## src/fonidx_pkg.sv

```systemverilog
// constants, types and bit-interleave helpers for the octree neighbor index block
// standalone package, no dependencies
package fonidx_pkg;

   localparam int MAX_DEPTH  = 8;
   localparam int BATCH_BITS = 8;

   localparam int DEPTH_W   = 4;
   localparam int BATCH_W   = 8;
   localparam int BLOCK_W   = 21;
   localparam int OFFSET_W  = 2;
   localparam int INDEX_W   = 32;
   localparam int COORD_W   = MAX_DEPTH;
   localparam int SUM_W     = COORD_W + 1;
   localparam int SHIFT_W   = $clog2(3 * MAX_DEPTH + 1);

   localparam logic [DEPTH_W-1:0] DEPTH_RESET = DEPTH_W'(4);
   localparam logic [DEPTH_W-1:0] DEPTH_MIN   = DEPTH_W'(1);
   localparam logic [DEPTH_W-1:0] DEPTH_MAX   = DEPTH_W'(MAX_DEPTH);

   typedef logic [COORD_W-1:0] coord_type;
   typedef logic [INDEX_W-1:0] index_type;

   // child zero has its three low code bits clear, so coordinate bit k comes
   // from block bit 3*(k-1)+pos
   function automatic coord_type gather_axis(input logic [BLOCK_W-1:0] block,
                                             input logic [DEPTH_W-1:0] depth,
                                             input int pos);
      coord_type v;
      int src;
      v = '0;
      for (int k = 1; k < COORD_W; k++) begin
         src = 3 * (k - 1) + pos;
         if (k < int'(depth) && src < BLOCK_W) begin
            v[k] = block[src];
         end
      end
      return v;
   endfunction

   function automatic index_type spread_axis(input coord_type v, input int pos);
      index_type code;
      code = '0;
      for (int k = 0; k < COORD_W; k++) begin
         if (3 * k + pos < INDEX_W) begin
            code[3 * k + pos] = v[k];
         end
      end
      return code;
   endfunction

endpackage

```

## src/full_octree_neighbor_index.sv

```systemverilog
// top level of the full octree neighbor index block
// depends on fonidx_pkg
//
// Maps a sibling block and a per-axis offset (value minus one) to the Morton
// index of the neighboring node in a full octree of depth 1..MAX_DEPTH, plus
// batch * 8^depth; a neighbor outside the grid gives neighbor_valid low and a
// zero index. One item per cycle unless rsp_stall holds the output. Path: an
// input register, one pass of de-interleave, add, bound check and
// re-interleave, and a result register. The depth register clamps written
// values to 1..MAX_DEPTH and must only be written while the block is empty.
module full_octree_neighbor_index
   import fonidx_pkg::*;
(
   input  logic               clock,
   input  logic               reset,
   input  logic               req_valid,
   output logic               req_stall,
   input  logic [BATCH_W-1:0] req_batch_index,
   input  logic [BLOCK_W-1:0] req_block_index,
   input  logic [OFFSET_W-1:0] req_offset_x,
   input  logic [OFFSET_W-1:0] req_offset_y,
   input  logic [OFFSET_W-1:0] req_offset_z,
   output logic               rsp_valid,
   input  logic               rsp_stall,
   output logic               rsp_neighbor_valid,
   output logic [INDEX_W-1:0] rsp_neighbor_index,
   input  logic               csr_valid,
   output logic               csr_ready,
   input  logic [DEPTH_W-1:0] csr_tree_depth
);

   logic [DEPTH_W-1:0]  tree_depth_ff, tree_depth_in;

   logic                s1_valid_ff;
   logic [BATCH_W-1:0]  s1_batch_ff;
   logic [BLOCK_W-1:0]  s1_block_ff;
   logic [OFFSET_W-1:0] s1_off_x_ff, s1_off_y_ff, s1_off_z_ff;

   logic                rsp_valid_ff;
   logic                rsp_nvalid_ff, rsp_nvalid_in;
   index_type           rsp_index_ff, rsp_index_in;

   logic                out_advance;
   logic                s1_load;

   coord_type           coord_x, coord_y, coord_z;
   logic [SUM_W-1:0]    sum_x, sum_y, sum_z;
   logic [SUM_W-1:0]    c_x, c_y, c_z;
   logic                in_x, in_y, in_z;
   logic [SHIFT_W-1:0]  batch_shift;
   index_type           key;

   assign csr_ready   = 1'b1;
   assign out_advance = !rsp_valid_ff || !rsp_stall;
   assign req_stall   = s1_valid_ff && !out_advance;
   assign s1_load     = req_valid && !req_stall;

   always_comb begin
      tree_depth_in = csr_tree_depth;
      if (csr_tree_depth < DEPTH_MIN) begin
         tree_depth_in = DEPTH_MIN;
      end else if (csr_tree_depth > DEPTH_MAX) begin
         tree_depth_in = DEPTH_MAX;
      end
   end

   always_comb begin
      coord_x = gather_axis(s1_block_ff, tree_depth_ff, 2);
      coord_y = gather_axis(s1_block_ff, tree_depth_ff, 1);
      coord_z = gather_axis(s1_block_ff, tree_depth_ff, 0);

      sum_x = SUM_W'(coord_x) + SUM_W'(s1_off_x_ff);
      sum_y = SUM_W'(coord_y) + SUM_W'(s1_off_y_ff);
      sum_z = SUM_W'(coord_z) + SUM_W'(s1_off_z_ff);

      c_x = sum_x - SUM_W'(1);
      c_y = sum_y - SUM_W'(1);
      c_z = sum_z - SUM_W'(1);

      // below zero or at 2^depth and above lies outside
      in_x = (sum_x != '0) && ((c_x >> tree_depth_ff) == '0);
      in_y = (sum_y != '0) && ((c_y >> tree_depth_ff) == '0);
      in_z = (sum_z != '0) && ((c_z >> tree_depth_ff) == '0);

      batch_shift = SHIFT_W'(tree_depth_ff) + SHIFT_W'(tree_depth_ff)
                  + SHIFT_W'(tree_depth_ff);

      key = spread_axis(c_x[COORD_W-1:0], 2)
          | spread_axis(c_y[COORD_W-1:0], 1)
          | spread_axis(c_z[COORD_W-1:0], 0);

      rsp_nvalid_in = in_x && in_y && in_z;
      rsp_index_in  = '0;
      if (rsp_nvalid_in) begin
         rsp_index_in = key + (INDEX_W'(s1_batch_ff[BATCH_BITS-1:0]) << batch_shift);
      end
   end

   always_ff @(posedge clock) begin
      if (reset) begin
         tree_depth_ff <= DEPTH_RESET;
         s1_valid_ff   <= 1'b0;
         rsp_valid_ff  <= 1'b0;
      end else begin
         if (csr_valid && csr_ready) begin
            tree_depth_ff <= tree_depth_in;
         end
         if (s1_load) begin
            s1_valid_ff <= 1'b1;
         end else if (out_advance) begin
            s1_valid_ff <= 1'b0;
         end
         if (out_advance) begin
            rsp_valid_ff <= s1_valid_ff;
         end
      end
   end

   always_ff @(posedge clock) begin
      if (s1_load) begin
         s1_batch_ff <= req_batch_index;
         s1_block_ff <= req_block_index;
         s1_off_x_ff <= req_offset_x;
         s1_off_y_ff <= req_offset_y;
         s1_off_z_ff <= req_offset_z;
      end
      if (out_advance && s1_valid_ff) begin
         rsp_nvalid_ff <= rsp_nvalid_in;
         rsp_index_ff  <= rsp_index_in;
      end
   end

   assign rsp_valid          = rsp_valid_ff;
   assign rsp_neighbor_valid = rsp_nvalid_ff;
   assign rsp_neighbor_index = rsp_index_ff;

`ifndef SYNTH
   a_no_neighbor_zero: assert property (@(posedge clock) disable iff (reset)
      rsp_valid && !rsp_neighbor_valid |-> rsp_neighbor_index == '0)
      else $error("no-neighbor result carries a nonzero index");

   a_depth_range: assert property (@(posedge clock) disable iff (reset)
      tree_depth_ff >= DEPTH_MIN && tree_depth_ff <= DEPTH_MAX)
      else $error("depth register out of range");

   a_full_stalls: assert property (@(posedge clock) disable iff (reset)
      s1_valid_ff && rsp_valid_ff && rsp_stall |-> req_stall)
      else $error("input taken while both stages are held");

   a_transfer_lands: assert property (@(posedge clock) disable iff (reset)
      req_valid && !req_stall |=> s1_valid_ff)
      else $error("accepted transfer lost in input stage");
`endif

endmodule
```

## config.mk

```make
export PLATFORM = sky130hd
export DESIGN_NAME = full_octree_neighbor_index
export DESIGN_NICKNAME = d
export VERILOG_FILES = /design/src/fonidx_pkg.sv /design/src/full_octree_neighbor_index.sv
export SDC_FILE = /design/constraint.sdc
export NUM_CORES = 1
export LEC_CHECK = 0
export BUFFER_PORTS_ARGS = -buffer_cell sky130_fd_sc_hd__clkbuf_2
export CAP_MARGIN = 20
export CORE_UTILIZATION = 60
export CTS_BUF_LIST = sky130_fd_sc_hd__clkbuf_8
export CTS_CLUSTER_DIAMETER = 60
export DETAILED_ROUTE_END_ITERATION = 16
export PLACE_DENSITY = 0.82
export RECOVER_POWER = 25
export SLEW_MARGIN = 30
export SYNTH_ARGS = -nofsm -noshare
export SYNTH_HDL_FRONTEND = slang
export SYNTH_SLANG_ARGS = --single-unit
```

## constraint.sdc

```tcl
create_clock -name clock -period 5.75 [get_ports clock]
set_input_delay 1.15 -clock clock [delete_from_list [all_inputs] [get_ports clock]]
set_output_delay 1.15 -clock clock [all_outputs]
set_load 0.05 [all_outputs]
```

# == Word-level counts from Yosys, hierarchy flattened ==
# Index checks and enable logic that the tools add are counted.
# totals
register_bits,74
latchBits,0
ramBits,0
mem_bits_ro,0
in_bits,44
output_inout_bits,36
word_cells,79
mem_count,0
# classes
add_sub_neg,9
multipliers,0
div,0
n_lt_le_gt_ge,9
eq_ne,0
shifts,4
mux,25
n_bitwise,2
n_reduce_logical,20
# ops
cell,count
$add A24 B32 Y32,1
$shl A8 B5 Y32,1
$add A8 B2 Y9,3
$logic_not A9 Y1,3
$reduce_bool A9 Y1,3
$shr A9 B4 Y9,3
$sub A9 B1 Y9 const B,3
$or A24 B22 Y24,1
$or A24 B23 Y24,1
$mux W1,23
$lt A3 B4 Y1 const A,4
$logic_and A1 B1 Y1,8
$lt A2 B4 Y1 const A,2
$mux W4,2
$add A4 B4 Y5,1
$add A5 B4 Y5,1
$gt A4 B4 Y1 const B,1
$logic_not A1 Y1,4
$lt A1 B4 Y1 const A,1
$lt A4 B1 Y1 const B,1
$reduce_bool A2 Y1,1
$logic_or A1 B1 Y1,1

# == Longest topological paths before layout ==
# Gate-level depths: netlist (run 1).
# logic_depth
ltp_word,9
ltp_mapped,24
ltp_nobuf,22

# == Worst setup path before layout (run 1) ==
# Ideal clock, no wire load.
# synth_path
path_type,reg-to-reg
startpoint,register tree_depth_ff[3]
endpoint,"register rsp_index_ff[26], in the netlist rsp_neighbor_index[26], data pin"
setup_time_ns,0.270
arrival_time_ns,4.565
required_time_ns,5.480
path_slack_ns,0.916
path_stages_with_launch,23
path_buffers,2
synth_period_minus_slack_ns,4.834
cell_sequence,dfxtp_1 > clkbuf_1 > inv_1 > ha_1 > buf_2 > nand2_1 > and2_1 > ha_1 > ha_1 > xnor2_1 > nand3b_1 > xnor2_1 > ha_1 > and3_1 > and3_1 > a211oi_1 > o21ai_0 > a221o_1 > a211o_1 > a21oi_1 > or3_1 > xnor2_1 > nor3_1
# synth_between
elab_chain_len,9
# synth_lines
item,line,rtl
"start, declared",full_octree_neighbor_index.sv:32,"logic [DEPTH_W-1:0] tree_depth_ff, tree_depth_in;"
"start signal, assigned",full_octree_neighbor_index.sv:106,tree_depth_ff <= tree_depth_in;
branches (longest 9 deep; another with $add A24 B32 Y32),-,
"end signal, assigned",full_octree_neighbor_index.sv:129,rsp_index_ff <= rsp_index_in;
"end, declared",full_octree_neighbor_index.sv:41,"index_type rsp_index_ff, rsp_index_in;"
# Several ways; the timed one is not identified.
# A chain may end at the register's enable or synchronous reset.

# == Final worst setup path (run 1) ==
# layout_path
startpoint,register tree_depth_ff[3]
endpoint,"register rsp_index_ff[27], in the netlist rsp_neighbor_index[27], data pin"
# Same word-level chain as after synthesis.

==> reports/results.ini, run 1 <==
[floorplanning]
rows = 35
initial_core_util_pct = 62.2
dieArea_sq_um = 9980
io_pins = 80
die_y_um = 99.9
die_w_um = 99.9
core_sq_um = 9240

[timing]
fin_skew_ns = 0.00762
setup_slack_ns = 0.480
setup_viol = 0
hold_viol_final = 0
rsz0062_at_grt = false
maxSlewHeadroom_pct = -30.9
tightest_slew_ns = 1.95
timing.fmax_mhz = 190
fin_tns_setup_ns = 0
slew_viol_final = 12
finalCritPeriodShare_pct = 91.7
timing.final.crit_period_ns = 5.27

[power_and_ir_drop]
pwr-share-clk_pct = 21.8
power_switching_w = 0.000669
ir_drop_mv = 0.148
p_leak_nw = 2.79
combPwrFrac_pct = 40.4
powerDensity_nw_per_um2 = 263
p_sw_share_pct = 38.9
p_seq_share_pct = 37.8
p_int_w = 0.00105

[synthesis]
ys_seq_area_share_pct = 37.6
ys.flop_type = edfxtp_1
syn_area_sq_um = 5750
synth.distinct_cells = 66
syn_nets = 709
synth-edff-count = 68
syn_area_per_cell_sq_um = 9.24
synth_warnings = 0
syn_inst = 622
synthArstFlopShare_pct = 0
ys_seq_elements = 74

[clock_tree]
htreeDepth = 3
insertion_delay_ns = 0.36
cts_root_buf = clkbuf_8
cts_buffers = 9
clock_sinks = 74
clk_pin_slew_ns = 0.08
cts_setup_buffers = 0
cts_tree = done
cts_buffer_depth = 2

[final_layout]
nFillCells = 738
layout.nets = 797
final_cells = 844
drive_gt1_share_pct = 17.9
regArea_sq_um = 2160
antenna_cells = 0
multi_input_area_sq_um = 3400
fin_area_sq_um = 6550
syn2layout_area_growth_pct = 13.9

[critical_path]
start_kind = register
cp-end-kind = register
cp_max_fo = 11
worstPathRequired_ns = 5.88
crit_arrival_ns = 5.40
path_class = reg -> reg

[place]
port_buffers = 78
gp_congestion = 0.977
dpl.cell_count = 827
pre_cts_ws_ns = 0.417
placed_area_sq_um = 6360
dp_hpwl_um = 11800

[detailed_routing]
vias = 5168
drtIter0Drc = 214
dr.pass1.iters = 5
post_drt_wl_per_cell_um = 17.6
drtAntennaViolNets = 0
viasPerCell = 6.12
wirelength_um = 14800
drc = 0

[global_routing]
grt_max_degree = 36
grt_pass1_wl_um = 23900
grt_usage_pct = 30.9
grtUsageMet3_pct = 4.46
met1_usage_pct = 37.0
grtUsageMet2_pct = 54.1
antenna_found_initial = 0
grt-busiest-layer = met2
grt_pass1_vias = 5033
overflow = 0

[run]
max_cap_violations = 1

[status]
violations = max-capacitance violations, max-slew violations
outcome = finished with violations

[min_path]
min_path_type = reg -> reg

## path summary, 6_finish.rpt
kind,start,to,slack [ns],depth (start not counted)
worst max register to register,tree_depth_ff[3],rsp_neighbor_index[27],0.48,19
worst min register to register,s1_valid_ff,rsp_valid,0.50,2
worst max-delay path,tree_depth_ff[3],rsp_neighbor_index[27],0.48,19
worst min-delay path,s1_valid_ff,rsp_valid,0.50,2
## layout make-up
| cell class | count | area share, % |
|---|---|---|
| multi-input cells | 500 | 51.9 |
| flip-flops and latches | 74 | 33.0 |
| repair buffers | 97 | 8.22 |
| well taps | 129 | 2.47 |
| clock buffers | 10 | 2.10 |
| inverters | 28 | 1.62 |
| clock inverters | 6 | 0.631 |
## per-layer routing
layer  part of all wire [%]  vias up
met3                    5.3       50
met5                      0        -
met1                     41     2414
met2                     50      227
li1                       -     2477
met4                    4.0        0
## cell usage in the layout, fill, tap and decap left out, drive strengths merged, types with 4 or more instances in the layout
master,n
a211oi,10
a21o,21
a21oi,37
a22oi,5
a31oi,8
and2,15
and3,8
and4b,4
buf,19
clkbuf,88
dfxtp,6
edfxtp,68
ha,41
inv,28
mux2,6
mux2i,11
nand2,41
nand3,21
nand4,7
nor2,75
nor2b,10
nor3,18
nor4,4
nor4b,4
o211ai,6
o21a,4
o21ai,26
o21bai,5
o22ai,7
o31ai,7
or3,7
or4,4
xnor2,33
xor2,20
## power groups by stage
stage | clock network (W) | logic [W] | registers (W)
floorplan | 0 | 0.000442 | 0.000718
global placement | 0 | 0.000667 | 0.000660
detailed placement | 0 | 0.000677 | 0.000662
CTS | 0.000387 | 0.000682 | 0.000649
global route | 0.000398 | 0.000754 | 0.000654
finish | 0.000375 | 0.000694 | 0.000650
## metrics by stage
step           power [W]  utilization [%]  hold slack, ns
3_3_place_gp     0.00133             68.8           0.471
3_5_place_dp     0.00134             68.8           0.493
6_report         0.00172             70.8           0.504
5_1_grt          0.00181             70.8           0.552
2_1_floorplan    0.00116                -           0.444
4_1_cts          0.00172             70.7           0.513
## critical path, cell delays in order (launching register included)
cell and delay, ns:
dfxtp_2 0.41, inv_1 0.18, ha_1 0.22, nand2_1 0.13
and2_1 0.19, ha_1 0.21, ha_1 0.24, xnor2_1 0.42
and2_0 0.34, xor2_1 0.38, ha_1 0.37, a21o_1 0.22
a21o_1 0.18, a21oi_1 0.20, nand3b_1 0.14, o21a_1 0.19
a21oi_1 0.12, a21oi_1 0.47, nor3_1 0.09, nor4b_1 0.34
## synthesized netlist by cell type, types with 11 or more instances
master,instances,area (sq um)
mux2i_1,11,110
nor3_1,18,90.1
o21ai_0,24,120
xnor2_1,33,289
edfxtp_1,68,2040
nor2_1,75,282
a21oi_1,36,180
inv_1,27,101
nand3_1,21,105
xor2_1,20,175
nand2_1,41,154
a21o_1,21,158
ha_1,41,513
and2_1,14,87.6
## registers in the layout, summed over array words and instances (netlist names), 2 cells and up
signal              cells
s1_batch_ff             8
s1_off_z_ff             2
s1_off_y_ff             2
s1_block_ff            21
tree_depth_ff           4
s1_off_x_ff             2
rsp_neighbor_index     32
## cells by family after synthesis
| family | synth area share (%) |
|---|---|
| flops | 37.6 |
| simple gates | 20.4 |
| fa+ha+maj | 9.62 |
| buf+inv | 3.46 |
| compound gates | 17.7 |
| other cells | 0.0652 |
| mux | 3.16 |
| xor+xnor | 8.07 |
## repair_timing
action,CTS,global route
hold buffers,0,0
endpoints found under the setup margin,0,6
resized for setup,0,2
hold endpoints to repair,0,0
Power figures use the tool's default switching activity.
==> run 2: changes to the inputs <==
--- a/config.mk
+++ b/config.mk
@@ -5,12 +5,14 @@
 export SDC_FILE = /design/constraint.sdc
 export NUM_CORES = 1
 export LEC_CHECK = 0
+export ABC_CLOCK_PERIOD_IN_PS = 5750
 export BUFFER_PORTS_ARGS = -buffer_cell sky130_fd_sc_hd__clkbuf_2
 export CAP_MARGIN = 20
 export CORE_UTILIZATION = 60
 export CTS_BUF_LIST = sky130_fd_sc_hd__clkbuf_8
 export CTS_CLUSTER_DIAMETER = 60
 export DETAILED_ROUTE_END_ITERATION = 16
+export MAX_ROUTING_LAYER = met4
 export PLACE_DENSITY = 0.82
 export RECOVER_POWER = 25
 export SLEW_MARGIN = 30
==> run 2 against run 1 <==
  * The run still ends with max-capacitance violations, max-slew violations left
  * Routed wire length increased by 0.84%
  * Cell count decreased by 0.24%
  * Hold slack got worse by 0.014 ns
  * Critical path depth unchanged
  * Critical path type unchanged
==> reports/results.ini, run 2 (same netlist as run 1, synthesis figures left out) <==
[status]
outcome = finished with violations  ; unchanged
violations = max-capacitance violations, max-slew violations  ; unchanged

[timing]
setup_slack_ns = 0.407  ; was 0.480 ns
timing.final.crit_period_ns = 5.34  ; was 5.27 ns
fin_tns_setup_ns = 0  ; unchanged
slew_viol_final = 13  ; was 12
fin_skew_ns = 0.00597  ; was 0.00762 ns
maxSlewHeadroom_pct = -48.6  ; was -30.9%
hold_viol_final = 0  ; unchanged
rsz0062_at_grt = false  ; unchanged
setup_viol = 0  ; unchanged
timing.fmax_mhz = 187  ; was 190 MHz
tightest_slew_ns = 2.21  ; was 1.95 ns
finalCritPeriodShare_pct = 92.9  ; was 91.7%

[power_and_ir_drop]
powerDensity_nw_per_um2 = 274  ; was 263 nW/um^2
ir_drop_mv = 0.188  ; was 0.148 mV
p_leak_nw = 2.81  ; was 2.79 nW
pwr-share-clk_pct = 25.2  ; was 21.8%
p_sw_share_pct = 37.7  ; was 38.9%
power_switching_w = 0.000680  ; was 0.000669 W
p_seq_share_pct = 36.0  ; was 37.8%
p_int_w = 0.00112  ; was 0.00105 W
combPwrFrac_pct = 38.9  ; was 40.4%

[critical_path]
critPathBufInv = 1  ; unchanged
crit_chain = clkinv_2 -> ha_1 -> mux2i_1 -> nand2_1 -> o21ai_0 -> nor2_1 -> a31oi_1 -> nor2_1 -> ha_1 -> and3_1 -> and3_1 -> a211oi_1 -> o21ai_0 -> a221o_1 -> a211o_1 -> a21oi_1 -> or3_1 -> xnor2_1 -> nor3_1  ; was inv_1 -> ha_1 -> nand2_1 -> and2_1 -> ha_1 -> ha_1 -> xnor2_1 -> and2_0 -> xor2_1 -> ha_1 -> a21o_1 -> a21o_1 -> a21oi_1 -> nand3b_1 -> o21a_1 -> a21oi_1 -> a21oi_1 -> nor3_1 -> nor4b_1
worstPathRequired_ns = 5.86  ; was 5.88 ns
cp-end-kind = register  ; unchanged
cp_top_family = compound AO/OA/AOI/OAI gates  ; unchanged
path_class = reg -> reg  ; unchanged
crit_slowest_cell = ha_1  ; was a21oi_1
crit_arrival_ns = 5.45  ; was 5.40 ns
start_kind = register  ; unchanged
cpPeakStageDelay_ns = 0.62  ; was 0.47 ns
cp_max_fo = 13  ; was 11

[final_layout]
final_cell_mix = 76 x clkbuf_2, 75 x nor2_1, 68 x edfxtp_1  ; unchanged
fin_area_sq_um = 6570  ; was 6550 sq um
syn2layout_area_growth_pct = 14.3  ; was 13.9%
layout.nets = 795  ; was 797
postLayoutCoreUtil_pct = 71.1  ; was 70.8%
drive_gt1_share_pct = 17.4  ; was 17.9%
nFillCells = 746  ; was 738
layout_commonest_cell = clkbuf_2  ; unchanged
largest_reg_flops = 32  ; unchanged
antenna_cells = 0  ; unchanged

[detailed_routing]
post_drt_wl_per_cell_um = 17.8  ; was 17.6 um
viasPerCell = 6.11  ; was 6.12
dr.pass1.iters = 5  ; unchanged
wirelength_um = 15000  ; was 14,800 um
vias = 5146  ; was 5,168
drtAntennaViolNets = 0  ; unchanged
drtIter0Drc = 259  ; was 214
drc = 0  ; unchanged

[clock_tree]
htreeDepth = 3  ; unchanged
cts_tree = done  ; unchanged
insertion_delay_ns = 0.36  ; about the same
cts_root_buf = clkbuf_8  ; unchanged
clock_sinks = 74  ; unchanged
cts_buffer_depth = 2  ; unchanged
cts_setup_buffers = 0  ; unchanged
cts_hold_buf = 0  ; unchanged
cts-resized-gates = 0  ; unchanged
clk_pin_slew_ns = 0.08  ; about the same
cts_buffers = 9  ; unchanged

[min_path]
min_path_type = reg -> reg  ; unchanged

[floorplanning]
initial_core_util_pct = 62.2  ; unchanged
core_sq_um = 9240  ; unchanged
dieArea_sq_um = 9980  ; unchanged
die_w_um = 99.9  ; unchanged
io_pins = 80  ; unchanged
rows = 35  ; unchanged
die_y_um = 99.9  ; unchanged

[place]
dp_hpwl_um = 11800  ; about the same
gp_congestion = 1.07  ; was 0.977
port_buffers = 78  ; unchanged
placed_area_sq_um = 6340  ; was 6360 sq um
pre_cts_ws_ns = 0.546  ; was 0.417 ns

[global_routing]
grt_pass1_vias = 4962  ; was 5,033
overflow = 0  ; unchanged
antenna_found_initial = 0  ; unchanged
grt_pass1_wl_um = 23700  ; was 23,900 um
grt_usage_pct = 32.0  ; was 30.9%
grt_max_degree = 36  ; unchanged

[run]
max_cap_violations = 1  ; unchanged

## run 2: power groups by stage
stage,Sequential (W),Clock (W),Combinational (W)
after floorplan,0.000718,0,0.000442
after global placement,0.000660,0,0.000666
after detailed placement,0.000661,0,0.000677
after CTS,0.000648,0.000456,0.000684
after global routing,0.000652,0.000473,0.000754
final,0.000648,0.000453,0.000700
## run 2: worst paths after layout
path	start	endpoint	cells past startpoint	slack, ns
worst min register to register	s1_valid_ff	rsp_valid	2	0.49
worst min-delay path	s1_valid_ff	rsp_valid	2	0.49
worst max-delay path	tree_depth_ff[0]	rsp_neighbor_index[26]	19	0.41
worst max register to register	tree_depth_ff[0]	rsp_neighbor_index[26]	19	0.41
## run 2: final cells by class
class / instances / area [sq um] / area share, %
inverters: 28 / 106 / 1.62
well taps: 129 / 161 / 2.46
multi-input cells: 500 / 3390 / 51.6
clock inverters: 7 / 93.8 / 1.43
repair buffers: 95 / 536 / 8.15
flip-flops and latches: 74 / 2160 / 32.9
clock buffers: 9 / 124 / 1.88
## run 2: layer usage
layer	GRT usage (%)	vias to the layer above	wire (um)
met5	-	-	0
met4	19.3	0	737
met3	5.43	58	891
met2	52.3	226	7150
met1	37.0	2389	6190
li1	-	2473	-
## run 2: tightest hold or removal path, stage by stage, from the launching register on
cell and delay (ns):
dfxtp_1 0.34, a21oi_1 0.04, nor2_1 0.07
## run 2: per-stage QoR
step                cells  power, W  hold WS (ns)
finish                842   0.00180         0.490
global route          842   0.00188         0.567
CTS                   841   0.00179         0.501
detailed placement    825   0.00134         0.481
global placement      825   0.00133         0.469
floorplan             622   0.00116         0.444
